**config.mk**
```make
export PLATFORM = sky130hd
export DESIGN_NAME = stick_flick_detector
export DESIGN_NICKNAME = d
export VERILOG_FILES = /design/src/sv/sfd_pkg.sv /design/src/sv/stick_flick_detector.sv /design/src/sv/sfd_cfg_regs.sv /design/src/sv/sfd_isqrt.sv /design/src/sv/sfd_div.sv
export SDC_FILE = /design/constraint.sdc
export NUM_CORES = 2
export LEC_CHECK = 0
export ABC_AREA = 0
export BUFFER_PORTS_ARGS = -buffer_cell sky130_fd_sc_hd__buf_2
export CAP_MARGIN = 25
export CORE_UTILIZATION = 25
export CTS_CLUSTER_DIAMETER = 50
export DETAILED_ROUTE_END_ITERATION = 10
export HOLD_SLACK_MARGIN = 0.15
export PLACE_DENSITY = 0.4
export SYNTH_ARGS = -nofsm -noshare
export SYNTH_HDL_FRONTEND = slang
export SYNTH_SLANG_ARGS = --single-unit
```
**constraint.sdc**
```tcl
create_clock -name aclk -period 21.7 [get_ports aclk]
set_clock_uncertainty 0.05 [all_clocks]
set_input_delay 6.51 -clock aclk [delete_from_list [all_inputs] [get_ports aclk]]
set_output_delay 6.51 -clock aclk [all_outputs]
set_load 0.05 [all_outputs]
```
**src/sv/sfd_pkg.sv**
```systemverilog
// sfd_pkg: shared types and constants for the stick flick detector.
// Holds the stream widths, register indexes, reset values, unit widths, direction codes and cfg_t.
// No dependencies.
`default_nettype none

package sfd_pkg;

    // stream and configuration port widths
    localparam int IN_DATA_W   = 88;
    localparam int OUT_DATA_W  = 24;
    localparam int CFG_INDEX_W = 8;
    localparam int CFG_DATA_W  = 32;

    // register indexes
    localparam logic [CFG_INDEX_W-1:0] REG_DEADZONE     = 8'd0;
    localparam logic [CFG_INDEX_W-1:0] REG_EDGE_THRESH  = 8'd1;
    localparam logic [CFG_INDEX_W-1:0] REG_ARM_THRESH   = 8'd2;
    localparam logic [CFG_INDEX_W-1:0] REG_DRIFT_TMO    = 8'd3;
    localparam logic [CFG_INDEX_W-1:0] REG_MOD_THRESH   = 8'd4;

    // register reset values
    localparam logic [14:0] DEADZONE_RST    = 15'd0;
    localparam logic [15:0] EDGE_THRESH_RST = 16'd26214;
    localparam logic [15:0] ARM_THRESH_RST  = 16'd11469;
    localparam logic [31:0] DRIFT_TMO_RST   = 32'd350000;
    localparam logic [15:0] MOD_THRESH_RST  = 16'd9830;

    // Q1.15 one
    localparam logic [15:0] MAG_ONE = 16'h8000;

    // square root unit: 32-bit radicand taken as radicand * 2^32
    localparam int SQ_IN_W = 32;
    localparam int ROOT_W  = 32;

    // divider unit
    localparam int NUM_W = 46;
    localparam int DEN_W = 30;
    localparam int QUO_W = 18;

    // eight-way direction codes, clockwise from up
    localparam logic [2:0] DIR_UP         = 3'd0;
    localparam logic [2:0] DIR_UP_RIGHT   = 3'd1;
    localparam logic [2:0] DIR_RIGHT      = 3'd2;
    localparam logic [2:0] DIR_DOWN_RIGHT = 3'd3;
    localparam logic [2:0] DIR_DOWN       = 3'd4;
    localparam logic [2:0] DIR_DOWN_LEFT  = 3'd5;
    localparam logic [2:0] DIR_LEFT       = 3'd6;
    localparam logic [2:0] DIR_UP_LEFT    = 3'd7;

    typedef struct packed {
        logic [14:0] deadzone;
        logic [15:0] edge_threshold;
        logic [15:0] arm_threshold;
        logic [31:0] drift_timeout;
        logic [15:0] modifier_threshold;
    } cfg_t;

endpackage

`default_nettype wire

```
**src/sv/stick_flick_detector.sv**
```systemverilog
// stick_flick_detector: radial deadzone stick magnitude and flick gesture detector.
// Takes a new input only when idle, once the previous result has been committed to the
// output register; each item runs through the 32-step square root and 18-step divider.
// aresetn is synchronous, active low: clears detector state, restores register
// defaults, empties the output register. Uses sfd_pkg, sfd_cfg_regs, sfd_isqrt, sfd_div.
`default_nettype none

module stick_flick_detector (
    input  logic                                aclk,
    input  logic                                aresetn,
    input  logic                                s_axis_tvalid,
    output logic                                s_axis_tready,
    // stick_x, stick_y, step_us, grab_level, trick_level, spin_held, zero fill
    input  logic [sfd_pkg::IN_DATA_W-1:0]       s_axis_tdata,
    // pad_present
    input  logic [0:0]                          s_axis_tuser,
    output logic                                m_axis_tvalid,
    input  logic                                m_axis_tready,
    // flick_direction, grab_modifier, trick_modifier, alt_modifier, magnitude, zero fill
    output logic [sfd_pkg::OUT_DATA_W-1:0]      m_axis_tdata,
    // flick_valid
    output logic [0:0]                          m_axis_tuser,
    input  logic                                cfg_valid,
    output logic                                cfg_ready,
    input  logic [sfd_pkg::CFG_INDEX_W-1:0]     cfg_index,
    input  logic [sfd_pkg::CFG_DATA_W-1:0]      cfg_wdata
);

    typedef enum logic [2:0] {
        ST_IDLE,
        ST_MUL_X,
        ST_MUL_Y,
        ST_MUL_S,
        ST_ROOT,
        ST_PREP,
        ST_DIV,
        ST_COMMIT
    } state_t;

    state_t         state_reg, state_next;
    sfd_pkg::cfg_t  cfg;

    logic in_xfer;
    assign in_xfer   = s_axis_tvalid && s_axis_tready;
    assign cfg_ready = 1'b1;

    sfd_cfg_regs u_cfg (
        .aclk     (aclk),
        .aresetn  (aresetn),
        .wr_en    (cfg_valid && cfg_ready),
        .wr_index (cfg_index),
        .wr_data  (cfg_wdata),
        .cfg      (cfg)
    );

    // input fields
    logic [15:0] in_x, in_y;
    assign in_x = s_axis_tdata[15:0];
    assign in_y = s_axis_tdata[31:16];

    logic [15:0] ax_in, ay_in;
    assign ax_in = in_x[15] ? (~in_x + 16'd1) : in_x;
    // y is negated stick_y; negated full-scale negative saturates
    assign ay_in = (in_y == 16'h8000) ? 16'h7FFF : (in_y[15] ? (~in_y + 16'd1) : in_y);

    logic [15:0] ax_reg, ay_reg;
    logic        x_pos_reg, y_pos_reg, y_nonneg_reg;
    logic [15:0] step_reg, grab_reg, trick_reg;
    logic        pad_reg, spin_reg;
    logic [31:0] sqx_reg, sqy_reg, sum2_reg;
    logic [2:0]  dir_reg;
    logic [15:0] mag_reg;

    // shared squaring multiplier
    logic [15:0] mul_op;
    logic [31:0] prod;
    always_comb begin
        case (state_reg)
            ST_MUL_X: mul_op = ax_reg;
            ST_MUL_Y: mul_op = ay_reg;
            default:  mul_op = ax_reg + ay_reg;
        endcase
    end
    assign prod = {16'd0, mul_op} * {16'd0, mul_op};

    // square root of (x^2 + y^2) * 2^32
    logic                           sqrt_done;
    logic [sfd_pkg::ROOT_W-1:0]     root;

    sfd_isqrt u_isqrt (
        .aclk     (aclk),
        .aresetn  (aresetn),
        .start    (state_reg == ST_MUL_S),
        .radicand (sqx_reg + sqy_reg),
        .done     (sqrt_done),
        .root     (root)
    );

    // deadzone rescale: q = floor(2^14 * (root - 65534 d) / (32767 * (32768 - d)))
    logic [30:0] dz_scaled;
    logic [32:0] above_dz;
    logic [15:0] dz_span;
    logic [30:0] den_full;
    logic [sfd_pkg::NUM_W-1:0] div_num;
    logic [sfd_pkg::DEN_W-1:0] div_den;

    assign dz_scaled = {cfg.deadzone, 16'd0} - {15'd0, cfg.deadzone, 1'b0};
    assign above_dz  = {1'b0, root} - {2'd0, dz_scaled};
    assign div_num   = (!above_dz[32] && (above_dz[31:0] != 32'd0)) ?
                       {above_dz[31:0], 14'd0} : '0;
    assign dz_span   = sfd_pkg::MAG_ONE - {1'b0, cfg.deadzone};
    assign den_full  = {dz_span, 15'd0} - {15'd0, dz_span};
    assign div_den   = den_full[sfd_pkg::DEN_W-1:0];

    logic                           div_done;
    logic [sfd_pkg::QUO_W-1:0]      quo;

    sfd_div u_div (
        .aclk    (aclk),
        .aresetn (aresetn),
        .start   (state_reg == ST_PREP),
        .num     (div_num),
        .den     (div_den),
        .done    (div_done),
        .quo     (quo)
    );

    logic        quo_sat;
    logic [15:0] mag_sat;
    assign quo_sat = quo[17] | quo[16] | (quo[15] & (|quo[14:0]));
    assign mag_sat = quo_sat ? sfd_pkg::MAG_ONE : quo[15:0];

    // eight-way sector
    logic       vert, horiz;
    logic [2:0] dir_calc;
    assign vert  = ({1'b0, sum2_reg} < {sqy_reg, 1'b0}) || ((ax_reg == 16'd0) && (ay_reg == 16'd0));
    assign horiz = ({1'b0, sum2_reg} < {sqx_reg, 1'b0});
    always_comb begin
        if (vert) begin
            dir_calc = y_nonneg_reg ? sfd_pkg::DIR_UP : sfd_pkg::DIR_DOWN;
        end else if (horiz) begin
            dir_calc = x_pos_reg ? sfd_pkg::DIR_RIGHT : sfd_pkg::DIR_LEFT;
        end else if (x_pos_reg) begin
            dir_calc = y_pos_reg ? sfd_pkg::DIR_UP_RIGHT : sfd_pkg::DIR_DOWN_RIGHT;
        end else begin
            dir_calc = y_pos_reg ? sfd_pkg::DIR_UP_LEFT : sfd_pkg::DIR_DOWN_LEFT;
        end
    end

    always_ff @(posedge aclk) begin
        if (in_xfer) begin
            ax_reg       <= ax_in;
            ay_reg       <= ay_in;
            x_pos_reg    <= !in_x[15] && (in_x != 16'd0);
            y_pos_reg    <= in_y[15];
            y_nonneg_reg <= in_y[15] || (in_y == 16'd0);
            step_reg     <= s_axis_tdata[47:32];
            grab_reg     <= s_axis_tdata[63:48];
            trick_reg    <= s_axis_tdata[79:64];
            spin_reg     <= s_axis_tdata[80];
            pad_reg      <= s_axis_tuser[0];
        end
        if (state_reg == ST_MUL_X) sqx_reg  <= prod;
        if (state_reg == ST_MUL_Y) sqy_reg  <= prod;
        if (state_reg == ST_MUL_S) sum2_reg <= prod;
        if (state_reg == ST_ROOT)  dir_reg  <= dir_calc;
        if (div_done)              mag_reg  <= mag_sat;
    end

    // detector state
    logic        armed_reg, armed_next;
    logic [31:0] armed_time_reg, armed_time_next;
    logic [15:0] last_mag_reg, last_mag_next;
    logic        out_valid_reg, out_valid_next;
    logic        out_user_reg, out_user_next;
    logic [sfd_pkg::OUT_DATA_W-1:0] out_data_reg, out_data_next;

    logic        below_arm, above_edge, over_drift, flick, commit;
    logic [32:0] time_sum;
    logic [31:0] time_sat;
    logic [15:0] mag_out;
    logic        grab_mod, trick_mod;

    assign below_arm  = mag_reg < cfg.arm_threshold;
    assign above_edge = mag_reg > cfg.edge_threshold;
    assign time_sum   = {1'b0, armed_time_reg} + {17'd0, step_reg};
    assign time_sat   = time_sum[32] ? 32'hFFFF_FFFF : time_sum[31:0];
    assign over_drift = time_sat > cfg.drift_timeout;
    assign flick      = pad_reg && !below_arm && armed_reg && above_edge;
    assign mag_out    = pad_reg ? mag_reg : last_mag_reg;
    assign grab_mod   = flick && (grab_reg > cfg.modifier_threshold);
    assign trick_mod  = flick && (trick_reg > cfg.modifier_threshold);

    always_comb begin
        state_next      = state_reg;
        armed_next      = armed_reg;
        armed_time_next = armed_time_reg;
        last_mag_next   = last_mag_reg;
        out_valid_next  = out_valid_reg;
        out_user_next   = out_user_reg;
        out_data_next   = out_data_reg;
        commit          = 1'b0;
        if (out_valid_reg && m_axis_tready) begin
            out_valid_next = 1'b0;
        end
        unique case (state_reg)
            ST_IDLE:   if (in_xfer) state_next = ST_MUL_X;
            ST_MUL_X:  state_next = ST_MUL_Y;
            ST_MUL_Y:  state_next = ST_MUL_S;
            ST_MUL_S:  state_next = ST_ROOT;
            ST_ROOT:   if (sqrt_done) state_next = ST_PREP;
            ST_PREP:   state_next = ST_DIV;
            ST_DIV:    if (div_done) state_next = ST_COMMIT;
            ST_COMMIT: begin
                if (!out_valid_reg || m_axis_tready) begin
                    commit     = 1'b1;
                    state_next = ST_IDLE;
                end
            end
            default:   state_next = ST_IDLE;
        endcase
        if (commit) begin
            out_valid_next = 1'b1;
            out_user_next  = flick;
            out_data_next  = {2'b00, mag_out, flick && spin_reg, trick_mod, grab_mod,
                              flick ? dir_reg : sfd_pkg::DIR_UP};
            if (pad_reg) begin
                last_mag_next = mag_reg;
                if (below_arm) begin
                    armed_next      = 1'b1;
                    armed_time_next = 32'd0;
                end else if (armed_reg) begin
                    armed_time_next = time_sat;
                    if (above_edge || over_drift) begin
                        armed_next = 1'b0;
                    end
                end
            end
        end
    end

    always_ff @(posedge aclk) begin
        if (!aresetn) begin
            state_reg      <= ST_IDLE;
            armed_reg      <= 1'b0;
            armed_time_reg <= 32'd0;
            last_mag_reg   <= 16'd0;
            out_valid_reg  <= 1'b0;
            out_user_reg   <= 1'b0;
            out_data_reg   <= '0;
        end else begin
            state_reg      <= state_next;
            armed_reg      <= armed_next;
            armed_time_reg <= armed_time_next;
            last_mag_reg   <= last_mag_next;
            out_valid_reg  <= out_valid_next;
            out_user_reg   <= out_user_next;
            out_data_reg   <= out_data_next;
        end
    end

    assign s_axis_tready   = (state_reg == ST_IDLE);
    assign m_axis_tvalid   = out_valid_reg;
    assign m_axis_tuser[0] = out_user_reg;
    assign m_axis_tdata    = out_data_reg;

`ifndef NO_ASSERTIONS
    a_flick_disarms: assert property (@(posedge aclk) disable iff (!aresetn)
        (commit && flick) |=> !armed_reg)
        else $error("detector still armed after a flick");

    a_flick_magnitude: assert property (@(posedge aclk) disable iff (!aresetn)
        (m_axis_tvalid && m_axis_tuser[0]) |-> (m_axis_tdata[21:6] != 16'd0))
        else $error("flick reported with zero magnitude");

    a_quiet_fields: assert property (@(posedge aclk) disable iff (!aresetn)
        (m_axis_tvalid && !m_axis_tuser[0]) |-> (m_axis_tdata[5:0] == 6'd0))
        else $error("direction or modifiers set without a flick");

    a_root_in_state: assert property (@(posedge aclk) disable iff (!aresetn)
        sqrt_done |-> (state_reg == ST_ROOT))
        else $error("square root finished outside its wait state");

    a_quo_in_state: assert property (@(posedge aclk) disable iff (!aresetn)
        div_done |-> (state_reg == ST_DIV))
        else $error("divider finished outside its wait state");
`endif

endmodule

`default_nettype wire

```
**src/sv/sfd_cfg_regs.sv**
```systemverilog
// sfd_cfg_regs: configuration register file of the stick flick detector.
// Depends on sfd_pkg (cfg_t, register indexes, reset values).
`default_nettype none

module sfd_cfg_regs (
    input  logic                                aclk,
    input  logic                                aresetn,
    input  logic                                wr_en,
    input  logic [sfd_pkg::CFG_INDEX_W-1:0]     wr_index,
    input  logic [sfd_pkg::CFG_DATA_W-1:0]      wr_data,
    output sfd_pkg::cfg_t                       cfg
);

    sfd_pkg::cfg_t cfg_reg;
    sfd_pkg::cfg_t cfg_next;

    always_comb begin
        cfg_next = cfg_reg;
        if (wr_en) begin
            unique case (wr_index)
                sfd_pkg::REG_DEADZONE:    cfg_next.deadzone           = wr_data[14:0];
                sfd_pkg::REG_EDGE_THRESH: cfg_next.edge_threshold     = wr_data[15:0];
                sfd_pkg::REG_ARM_THRESH:  cfg_next.arm_threshold      = wr_data[15:0];
                sfd_pkg::REG_DRIFT_TMO:   cfg_next.drift_timeout      = wr_data;
                sfd_pkg::REG_MOD_THRESH:  cfg_next.modifier_threshold = wr_data[15:0];
                default: ;
            endcase
        end
    end

    always_ff @(posedge aclk) begin
        if (!aresetn) begin
            cfg_reg.deadzone           <= sfd_pkg::DEADZONE_RST;
            cfg_reg.edge_threshold     <= sfd_pkg::EDGE_THRESH_RST;
            cfg_reg.arm_threshold      <= sfd_pkg::ARM_THRESH_RST;
            cfg_reg.drift_timeout      <= sfd_pkg::DRIFT_TMO_RST;
            cfg_reg.modifier_threshold <= sfd_pkg::MOD_THRESH_RST;
        end else begin
            cfg_reg <= cfg_next;
        end
    end

    assign cfg = cfg_reg;

endmodule

`default_nettype wire

```
**src/sv/sfd_isqrt.sv**
```systemverilog
// sfd_isqrt: digit-serial integer square root, floor(sqrt(radicand * 2^32)).
// Radicand shifts out two bits per cycle, one root bit per cycle.
// Depends on sfd_pkg (SQ_IN_W, ROOT_W).
`default_nettype none

module sfd_isqrt (
    input  logic                            aclk,
    input  logic                            aresetn,
    input  logic                            start,
    input  logic [sfd_pkg::SQ_IN_W-1:0]     radicand,
    output logic                            done,
    output logic [sfd_pkg::ROOT_W-1:0]      root
);

    localparam int CNT_W = $clog2(sfd_pkg::ROOT_W);
    localparam logic [CNT_W-1:0] ITER_LAST = CNT_W'(sfd_pkg::ROOT_W - 1);

    logic                           busy_reg, busy_next;
    logic                           done_reg, done_next;
    logic [CNT_W-1:0]               cnt_reg, cnt_next;
    logic [sfd_pkg::SQ_IN_W-1:0]    src_reg, src_next;
    logic [sfd_pkg::ROOT_W:0]       rem_reg, rem_next;
    logic [sfd_pkg::ROOT_W-1:0]     root_reg, root_next;

    logic [sfd_pkg::ROOT_W+2:0]     work;
    logic [sfd_pkg::ROOT_W+2:0]     trial;
    logic [sfd_pkg::ROOT_W+2:0]     diff;
    logic                           fits;

    assign work  = {rem_reg, src_reg[sfd_pkg::SQ_IN_W-1 -: 2]};
    assign trial = {1'b0, root_reg, 2'b01};
    assign diff  = work - trial;
    assign fits  = (work >= trial);

    always_comb begin
        busy_next = busy_reg;
        done_next = 1'b0;
        cnt_next  = cnt_reg;
        src_next  = src_reg;
        rem_next  = rem_reg;
        root_next = root_reg;
        if (start) begin
            busy_next = 1'b1;
            cnt_next  = ITER_LAST;
            src_next  = radicand;
            rem_next  = '0;
            root_next = '0;
        end else if (busy_reg) begin
            src_next  = {src_reg[sfd_pkg::SQ_IN_W-3:0], 2'b00};
            rem_next  = fits ? diff[sfd_pkg::ROOT_W:0] : work[sfd_pkg::ROOT_W:0];
            root_next = {root_reg[sfd_pkg::ROOT_W-2:0], fits};
            cnt_next  = cnt_reg - 1'b1;
            if (cnt_reg == '0) begin
                busy_next = 1'b0;
                done_next = 1'b1;
            end
        end
    end

    always_ff @(posedge aclk) begin
        if (!aresetn) begin
            busy_reg <= 1'b0;
            done_reg <= 1'b0;
            cnt_reg  <= '0;
        end else begin
            busy_reg <= busy_next;
            done_reg <= done_next;
            cnt_reg  <= cnt_next;
        end
    end

    always_ff @(posedge aclk) begin
        src_reg  <= src_next;
        rem_reg  <= rem_next;
        root_reg <= root_next;
    end

    assign done = done_reg;
    assign root = root_reg;

endmodule

`default_nettype wire

```
**src/sv/sfd_div.sv**
```systemverilog
// sfd_div: restoring divider, one quotient bit per cycle.
// Divisor sits in a shift register that moves right one bit per step.
// Depends on sfd_pkg (NUM_W, DEN_W, QUO_W).
`default_nettype none

module sfd_div (
    input  logic                            aclk,
    input  logic                            aresetn,
    input  logic                            start,
    input  logic [sfd_pkg::NUM_W-1:0]       num,
    input  logic [sfd_pkg::DEN_W-1:0]       den,
    output logic                            done,
    output logic [sfd_pkg::QUO_W-1:0]       quo
);

    localparam int SH_W  = sfd_pkg::DEN_W + sfd_pkg::QUO_W - 1;
    localparam int CNT_W = $clog2(sfd_pkg::QUO_W);
    localparam logic [CNT_W-1:0] ITER_LAST = CNT_W'(sfd_pkg::QUO_W - 1);

    logic                           busy_reg, busy_next;
    logic                           done_reg, done_next;
    logic [CNT_W-1:0]               cnt_reg, cnt_next;
    logic [sfd_pkg::NUM_W-1:0]      rem_reg, rem_next;
    logic [SH_W-1:0]                dvs_reg, dvs_next;
    logic [sfd_pkg::QUO_W-1:0]      quo_reg, quo_next;

    logic [SH_W:0]                  diff;
    logic                           fits;

    assign diff = {(SH_W + 1 - sfd_pkg::NUM_W)'(0), rem_reg} - {1'b0, dvs_reg};
    assign fits = ~diff[SH_W];

    always_comb begin
        busy_next = busy_reg;
        done_next = 1'b0;
        cnt_next  = cnt_reg;
        rem_next  = rem_reg;
        dvs_next  = dvs_reg;
        quo_next  = quo_reg;
        if (start) begin
            busy_next = 1'b1;
            cnt_next  = ITER_LAST;
            rem_next  = num;
            dvs_next  = {den, (sfd_pkg::QUO_W - 1)'(0)};
            quo_next  = '0;
        end else if (busy_reg) begin
            rem_next = fits ? diff[sfd_pkg::NUM_W-1:0] : rem_reg;
            dvs_next = dvs_reg >> 1;
            quo_next = {quo_reg[sfd_pkg::QUO_W-2:0], fits};
            cnt_next = cnt_reg - 1'b1;
            if (cnt_reg == '0) begin
                busy_next = 1'b0;
                done_next = 1'b1;
            end
        end
    end

    always_ff @(posedge aclk) begin
        if (!aresetn) begin
            busy_reg <= 1'b0;
            done_reg <= 1'b0;
            cnt_reg  <= '0;
        end else begin
            busy_reg <= busy_next;
            done_reg <= done_next;
            cnt_reg  <= cnt_next;
        end
    end

    always_ff @(posedge aclk) begin
        rem_reg <= rem_next;
        dvs_reg <= dvs_next;
        quo_reg <= quo_next;
    end

    assign done = done_reg;
    assign quo  = quo_reg;

endmodule

`default_nettype wire
```
======== After elaboration in Yosys (flattened, before gate mapping) ========
Cells that the tools add are included.
word-level totals
  bits in registers ....................... 593
  latch bits .............................. 0
  bits in writable memories ............... 0
  ROM bits ................................ 0
  input bits .............................. 134
  output and inout bits ................... 28
  word-level logic and storage cells ...... 186
  memories kept ........................... 0
operators by class
  add/subtract/negate cells ............... 13
  multiply operators ...................... 1
  div/mod/pow operators ................... 0
  magnitude comparators ................... 8
  equal/unequal tests ..................... 17
  shift-type cells ........................ 0
  multiplexer cells ....................... 48
  bitwise logic cells ..................... 10
  reduce and logical (&&, ||, !) cells .... 46
operators by type and width
  operator                                       number
  two-way mux 46 bit                             4
  two-way mux 32 bit                             5
  two-way mux 47 bit                             2
  < comparator 32 x 33 -> 1 bit                  2
  > comparator 16 bit                            3
  logical NOT 16 bit                             3
  subtractor 46 x 47 -> 48 bit                   1
  greater-or-equal comparator 35 x 34 -> 1 bit   1
  adder 32 x 16 -> 33 bit                        1
  two-way mux 33 bit                             1
  subtractor 32 x 31 -> 33 bit                   1
  subtractor 33 bit                              1
  adder 16 x 1 -> 16 bit, second input constant  2
  adder 32 bit                                   1
  > comparator 32 bit                            1
  multiplier 16 x 16 -> 32 bit                   1
  NOT 16 bit                                     2
  case mux 16 bit (2 select lines)               1
  nonzero test 32 bit                            1
  subtractor 31 x 16 -> 31 bit                   1
  two-way mux 15 bit                             2
  two-way mux 3 bit                              10
  subtractor 30 x 16 -> 30 bit                   1
  case mux 3 bit (8 select lines)                1
  other kinds (34)                               94

======== Longest topological paths before layout ========
  depth in word-level cells ............... 7
  depth in mapped cells ................... 38
  gate-level depth less buffers ........... 36

======== By module ========
Synthesis repeated with hierarchy kept, for this count alone.
second synthesis, totals
  cell total of the unflattened synthesis .. 4853
  area, all modules ....................... 44275.0 µm²
modules (own cells, without submodules)
  module                instances  cells an instance  area an instance (µm²)  seq. area each (µm²)
  stick_flick_detector  1          2981               26710.6                 7086.8
  sfd_div               1          834                7544.7                  3123.0
  sfd_isqrt             1          669                6233.5                  2402.3
  sfd_cfg_regs          1          369                3786.1                  1901.8

======== Least setup slack after synthesis ========
OpenSTA, ideal clock, no wires.
  path kind ............................... register -> register
  from .................................... register state_reg[0]
  to ...................................... register sqx_reg[28], data pin
  library setup time ...................... 0.267 ns
  arrival time ............................ 8.859 ns
  required time ........................... 21.383 ns
  slack ................................... 12.524 ns
  cell stages (with the launch flop) ...... 30
  buffers on the path ..................... 3
  clock period less this slack ............ 9.176 ns
  cells stage by stage .................... dfxtp_1 > clkbuf_1 > nand2b_1 > nor2_1 > a22oi_1 > and2_1 > clkbuf_1 > inv_1 > clkbuf_1 > nand2_1 > fa_1 > fa_1 > inv_1 > fa_1 > fa_1 > fa_1 > inv_1 > fa_1 > inv_1 > ha_1 > and2_1 > a22o_1 > o21ai_0 > o21ai_0 > nor3_1 > o21ai_0 > a2111oi_0 > o31ai_1 > a21oi_1 > xnor2_1
between the ends
  cells in the longest elaborated chain, start to end .. 3
  elaborated cells on any way between the ends .. 4
  those cells by class .................... 1 x mul; 2 x eq/ne; 1 x mux
RTL lines
  element                                                           RTL line                     source
  start: declaration                                                stick_flick_detector.sv:40   state_t state_reg, state_next;
  start signal: assignment                                          stick_flick_detector.sv:252  state_reg <= state_next;
  == test 3 x 2 -> 1 bit or == test 3 x 1 -> 1 bit (tied branches)  stick_flick_detector.sv:78   case (state_reg)
  case mux 16 bit (2 select lines) *                                stick_flick_detector.sv:78
  multiplier 16 x 16 -> 32 bit *                                    stick_flick_detector.sv:84   assign prod = {16'd0, mul_op} * {16'd0, mul_op};
  via prod[28]                                                      stick_flick_detector.sv:76   logic [31:0] prod;
  end signal: assignment                                            stick_flick_detector.sv:163  if (state_reg == ST_MUL_X) sqx_reg <= prod;
  end: declaration                                                  stick_flick_detector.sv:70   logic [31:0] sqx_reg, sqy_reg, sum2_reg;
The timed path passes the listed nets; every way through them passes the cells marked *.
A chain may end at the register's enable or synchronous reset.

======== Worst setup path in the final report ========
  from .................................... register ax_reg[0]
  to ...................................... register sqy_reg[30], data pin
between the ends
  cells in the longest elaborated chain, start to end .. 3
RTL lines
  element                             RTL line                     source
  start: declaration                  stick_flick_detector.sv:66   logic [15:0] ax_reg, ay_reg;
  start signal: assignment            stick_flick_detector.sv:152  ax_reg <= ax_in;
  adder 16 bit                        stick_flick_detector.sv:81   default: mul_op = ax_reg + ay_reg;
  case mux 16 bit (2 select lines) *  stick_flick_detector.sv:78
  multiplier 16 x 16 -> 32 bit *      stick_flick_detector.sv:84
  via prod[30]                        stick_flick_detector.sv:76
  end signal: assignment              stick_flick_detector.sv:164  if (state_reg == ST_MUL_Y) sqy_reg <= prod;
  end: declaration                    stick_flick_detector.sv:70
Marked as above.

==> metrics.md <==
| Metric | Value |
|---|---|
| DR vias/cell | 4.62 |
| Max FFs per register | 95 |
| Mux cell area share after synthesis | 0.0267 |
| Period utilisation layout | 0.479 |
| Sum Neg Setup Slack | 0 ns |
| Vias | 32900 |
| Final core area utilization | 0.290 |
| Cell area after technology mapping | 42600 um^2 |
| Hold Buf Count CTS | 0 |
| Endpoints failing setup | 0 |
| Count of buffers inserted at the top-level ports | 151 |
| Fraction of synthesized cell area taken by the top area cell type | 0.214 |
| Average size of a mapped cell | 9.08 um^2 |
| Cell Rows | 151 |
| Global-route wire length before repair | 194 mm |
| Fraction of registers with async set or reset after synthesis | 0 |
| HPWL after detailed placement | 95.0 mm |
| Overall overflow remaining after global route | 0 |
| Synth cell count leaders | sky130_fd_sc_hd__inv_1 (543), sky130_fd_sc_hd__nand2_1 (475), sky130_fd_sc_hd__ha_1 (430) |
| Sequential element share of the synthesized area | 0.341 |
| Drc violations | 0 |
| Largest net degree at the start of global routing | 82 |
| Startpoint type of the worst setup path | flop |
| Maximum clock insertion buffer count | 3 |
| Core ar. | 169000 um^2 |
| First-pass iteration count of the detailed router | 7 |
| Initial antenna violation count | 3 |
| Skew-Pair Late Insertion Delay | 0.70 ns |
| Max_cap viols | 0 |
| Cell chosen for the clock root | sky130_fd_sc_hd__clkbuf_16 |
| Required time of the worst setup path | 22.08 ns |
| Area fraction in compound gates after synthesis | 0.165 |
| Result of the run | complete, no violations |
| Die footprint | 172000 um^2 |
| Worst EP arrival | 10.78 ns |
| Number of enable-type register cells in the synthesized netlist | 304 |
| Post-synthesis share of cell area spent on and, or, nand and nor gates | 0.149 |
| Global-route usage over all layers | 0.143 |
| Class of the tightest hold or removal check | flop to flop |
| Most used standard cell by instance count after synthesis | sky130_fd_sc_hd__inv_1 |
| XOR/XNOR Fraction of Synth Area | 0.0464 |
| Number of instances in the synthesized netlist | 4690 |
| Clock transition at the registers of the reported paths | 0.06 ns |
| Initial core utilization | 0.251 |
| Routed Antenna Nets | 0 |
| Number of gates given a new drive strength after cts | 0 |
| Fmax achieved | 0.0962 GHz |
| Max transition margin | 0.320 |
| Largest area contributor in the synthesized netlist | sky130_fd_sc_hd__edfxtp_1 |
| Cell with the biggest individual delay on the critical path | sky130_fd_sc_hd__a2111oi_0 |
| Setup Buffers After CTS | 0 |
| Io pins | 162 |
| Fraction of layout cells with a size suffix above 1 | 0.0862 |
| Clock tree from TritonCTS | built |
| Net total in the final layout | 5548 |
| Combinational family with the most area after synthesis | adder cells |
| Synth-to-Final Area Change | 15.4% |
| Number of CTS-inserted buffers | 95 |
| Vias in the first global route | 33400 |
| Post-synthesis register bit count | 573 |
| Cell occurring most often along the worst timing path | sky130_fd_sc_hd__fa_1 |
| Minimum period implied by the final worst setup slack | 10.39 ns |
| Fraction of the mapped netlist area in adder cells | 0.207 |
| Number of DRC markers in iteration 0 | 1663 |
| Unrepaired setup endpoints after global routing | no |
| Final Hold Viols | 0 |
| WL/cell | 17.3 um |
| Synth top area cells | sky130_fd_sc_hd__edfxtp_1 (21%), sky130_fd_sc_hd__dfxtp_1 (13%), sky130_fd_sc_hd__ha_1 (13%) |
| Most used flip-flop cell after synthesis | sky130_fd_sc_hd__edfxtp_1 |
| Actual slew at the worst max-slew pin | 0.994 ns |
| Weighted congestion at the end of routability-driven global placement | 0.829 |
| Yosys warning total | 0 |
| Routed wire length | 123 mm |
| Height of the die | 415 um |
| Worst Path Max Fanout | 11 |
| TritonCTS Sinks | 573 |
| Number of pins exceeding their max-slew limit in the final report | 0 |
| Critical setup path kind | flop to flop |
| X dimension of the die | 415 um |
| H-Tree Depth | 3 |
| Nature of the critical path endpoint | flop |
| Slowest Stage Delay on Critical Path | 0.92 ns |
| Count of distinct cell types in the synthesized netlist | 95 |
==> cells in the final DEF (no fill, tap or decap), drive strengths merged, types with 26 or more instances in the layout <==
cell and count:
and2 36, dfxtp 269, fa 172, nand2 475, and3 35, o21ai 249
buf 194, clkinv 31, xor2 77, clkbuf 113, o22ai 37, nor3 74
o31ai 32, mux2i 108, nand4 60, nand2b 47, a31oi 28, or3 37
xnor2 144, o21a 56, o211ai 45, a211oi 35, nor2 347, a21oi 326
a21o 129, edfxtp 304, nand3 83, ha 430, nor2b 54, inv 567
a22oi 26
==> final timing paths <==
path,start,to,slack [ns],cells after the start
setup / recovery,ax_reg[0],sqy_reg[30],11.31,33
hold / removal,last_mag_reg[14],last_mag_reg[14],0.40,2
setup reg to reg,ax_reg[0],sqy_reg[30],11.31,33
hold reg to reg,last_mag_reg[14],last_mag_reg[14],0.40,2
==> metal layers <==
layer | global-route usage | up-vias | routed length, um
met1 | 0.194 | 15600 | 60000
li1 | - | 16700 | -
met3 | 0.0186 | 146 | 3310
met4 | 0.0348 | 0 | 2490
met2 | 0.238 | 414 | 57600
met5 | 0 | - | 0
==> critical path: cells and delay by family (launching register included) <==
family | cells | cell delay (ns)
AOI/OAI and AO/OA | 12 | 3.24
and+or+nand+nor | 6 | 1.56
adders and majority gates | 9 | 4.05
xor gates and xnor gates | 2 | 0.20
DFF | 1 | 0.41
buffers and inverters | 4 | 0.63
==> stage by stage <==
| step | area (um^2) | hold WS, ns | setup WS, ns | std cells |
|---|---|---|---|---|
| after floorplan | 42600 | 0.386 | 12.52 | 4691 |
| after global placement | 45800 | 0.391 | 11.17 | 6929 |
| after detailed placement | 45800 | 0.397 | 11.16 | 6931 |
| after CTS | 49100 | 0.405 | 11.17 | 7110 |
| after global routing | 49100 | 0.419 | 10.53 | 7115 |
| final | 49100 | 0.402 | 11.31 | 7115 |
==> cell families (layout without fill, tap and decap cells) <==
| family | Yosys count | in the layout |
|---|---|---|
| DFF | 573 | 573 |
| and+or+nand+nor | 1348 | 1348 |
| buffers and inverters | 719 | 922 |
| xor gates and xnor gates | 222 | 222 |
| AOI/OAI and AO/OA | 1111 | 1111 |
| other | 2 | 6 |
| adders and majority gates | 602 | 602 |
| muxes | 113 | 113 |
==> area by class of cell <==
cell class / instances / area, um^2
Clock buffer: 113 / 2550
Multi-Input combinational cell: 3399 / 25400
Timing Repair Buffer: 194 / 1100
Sequential cell: 573 / 14500
Inverter: 549 / 2060
Fill cell: 18000 / 120000
Tap cell: 2218 / 2780
Clock inverter: 66 / 737
Antenna cell: 3 / 7.51
Power is left out: the tool's default activity adds up to more than one toggle a clock period on the data nets, which glitch-free logic cannot reach.
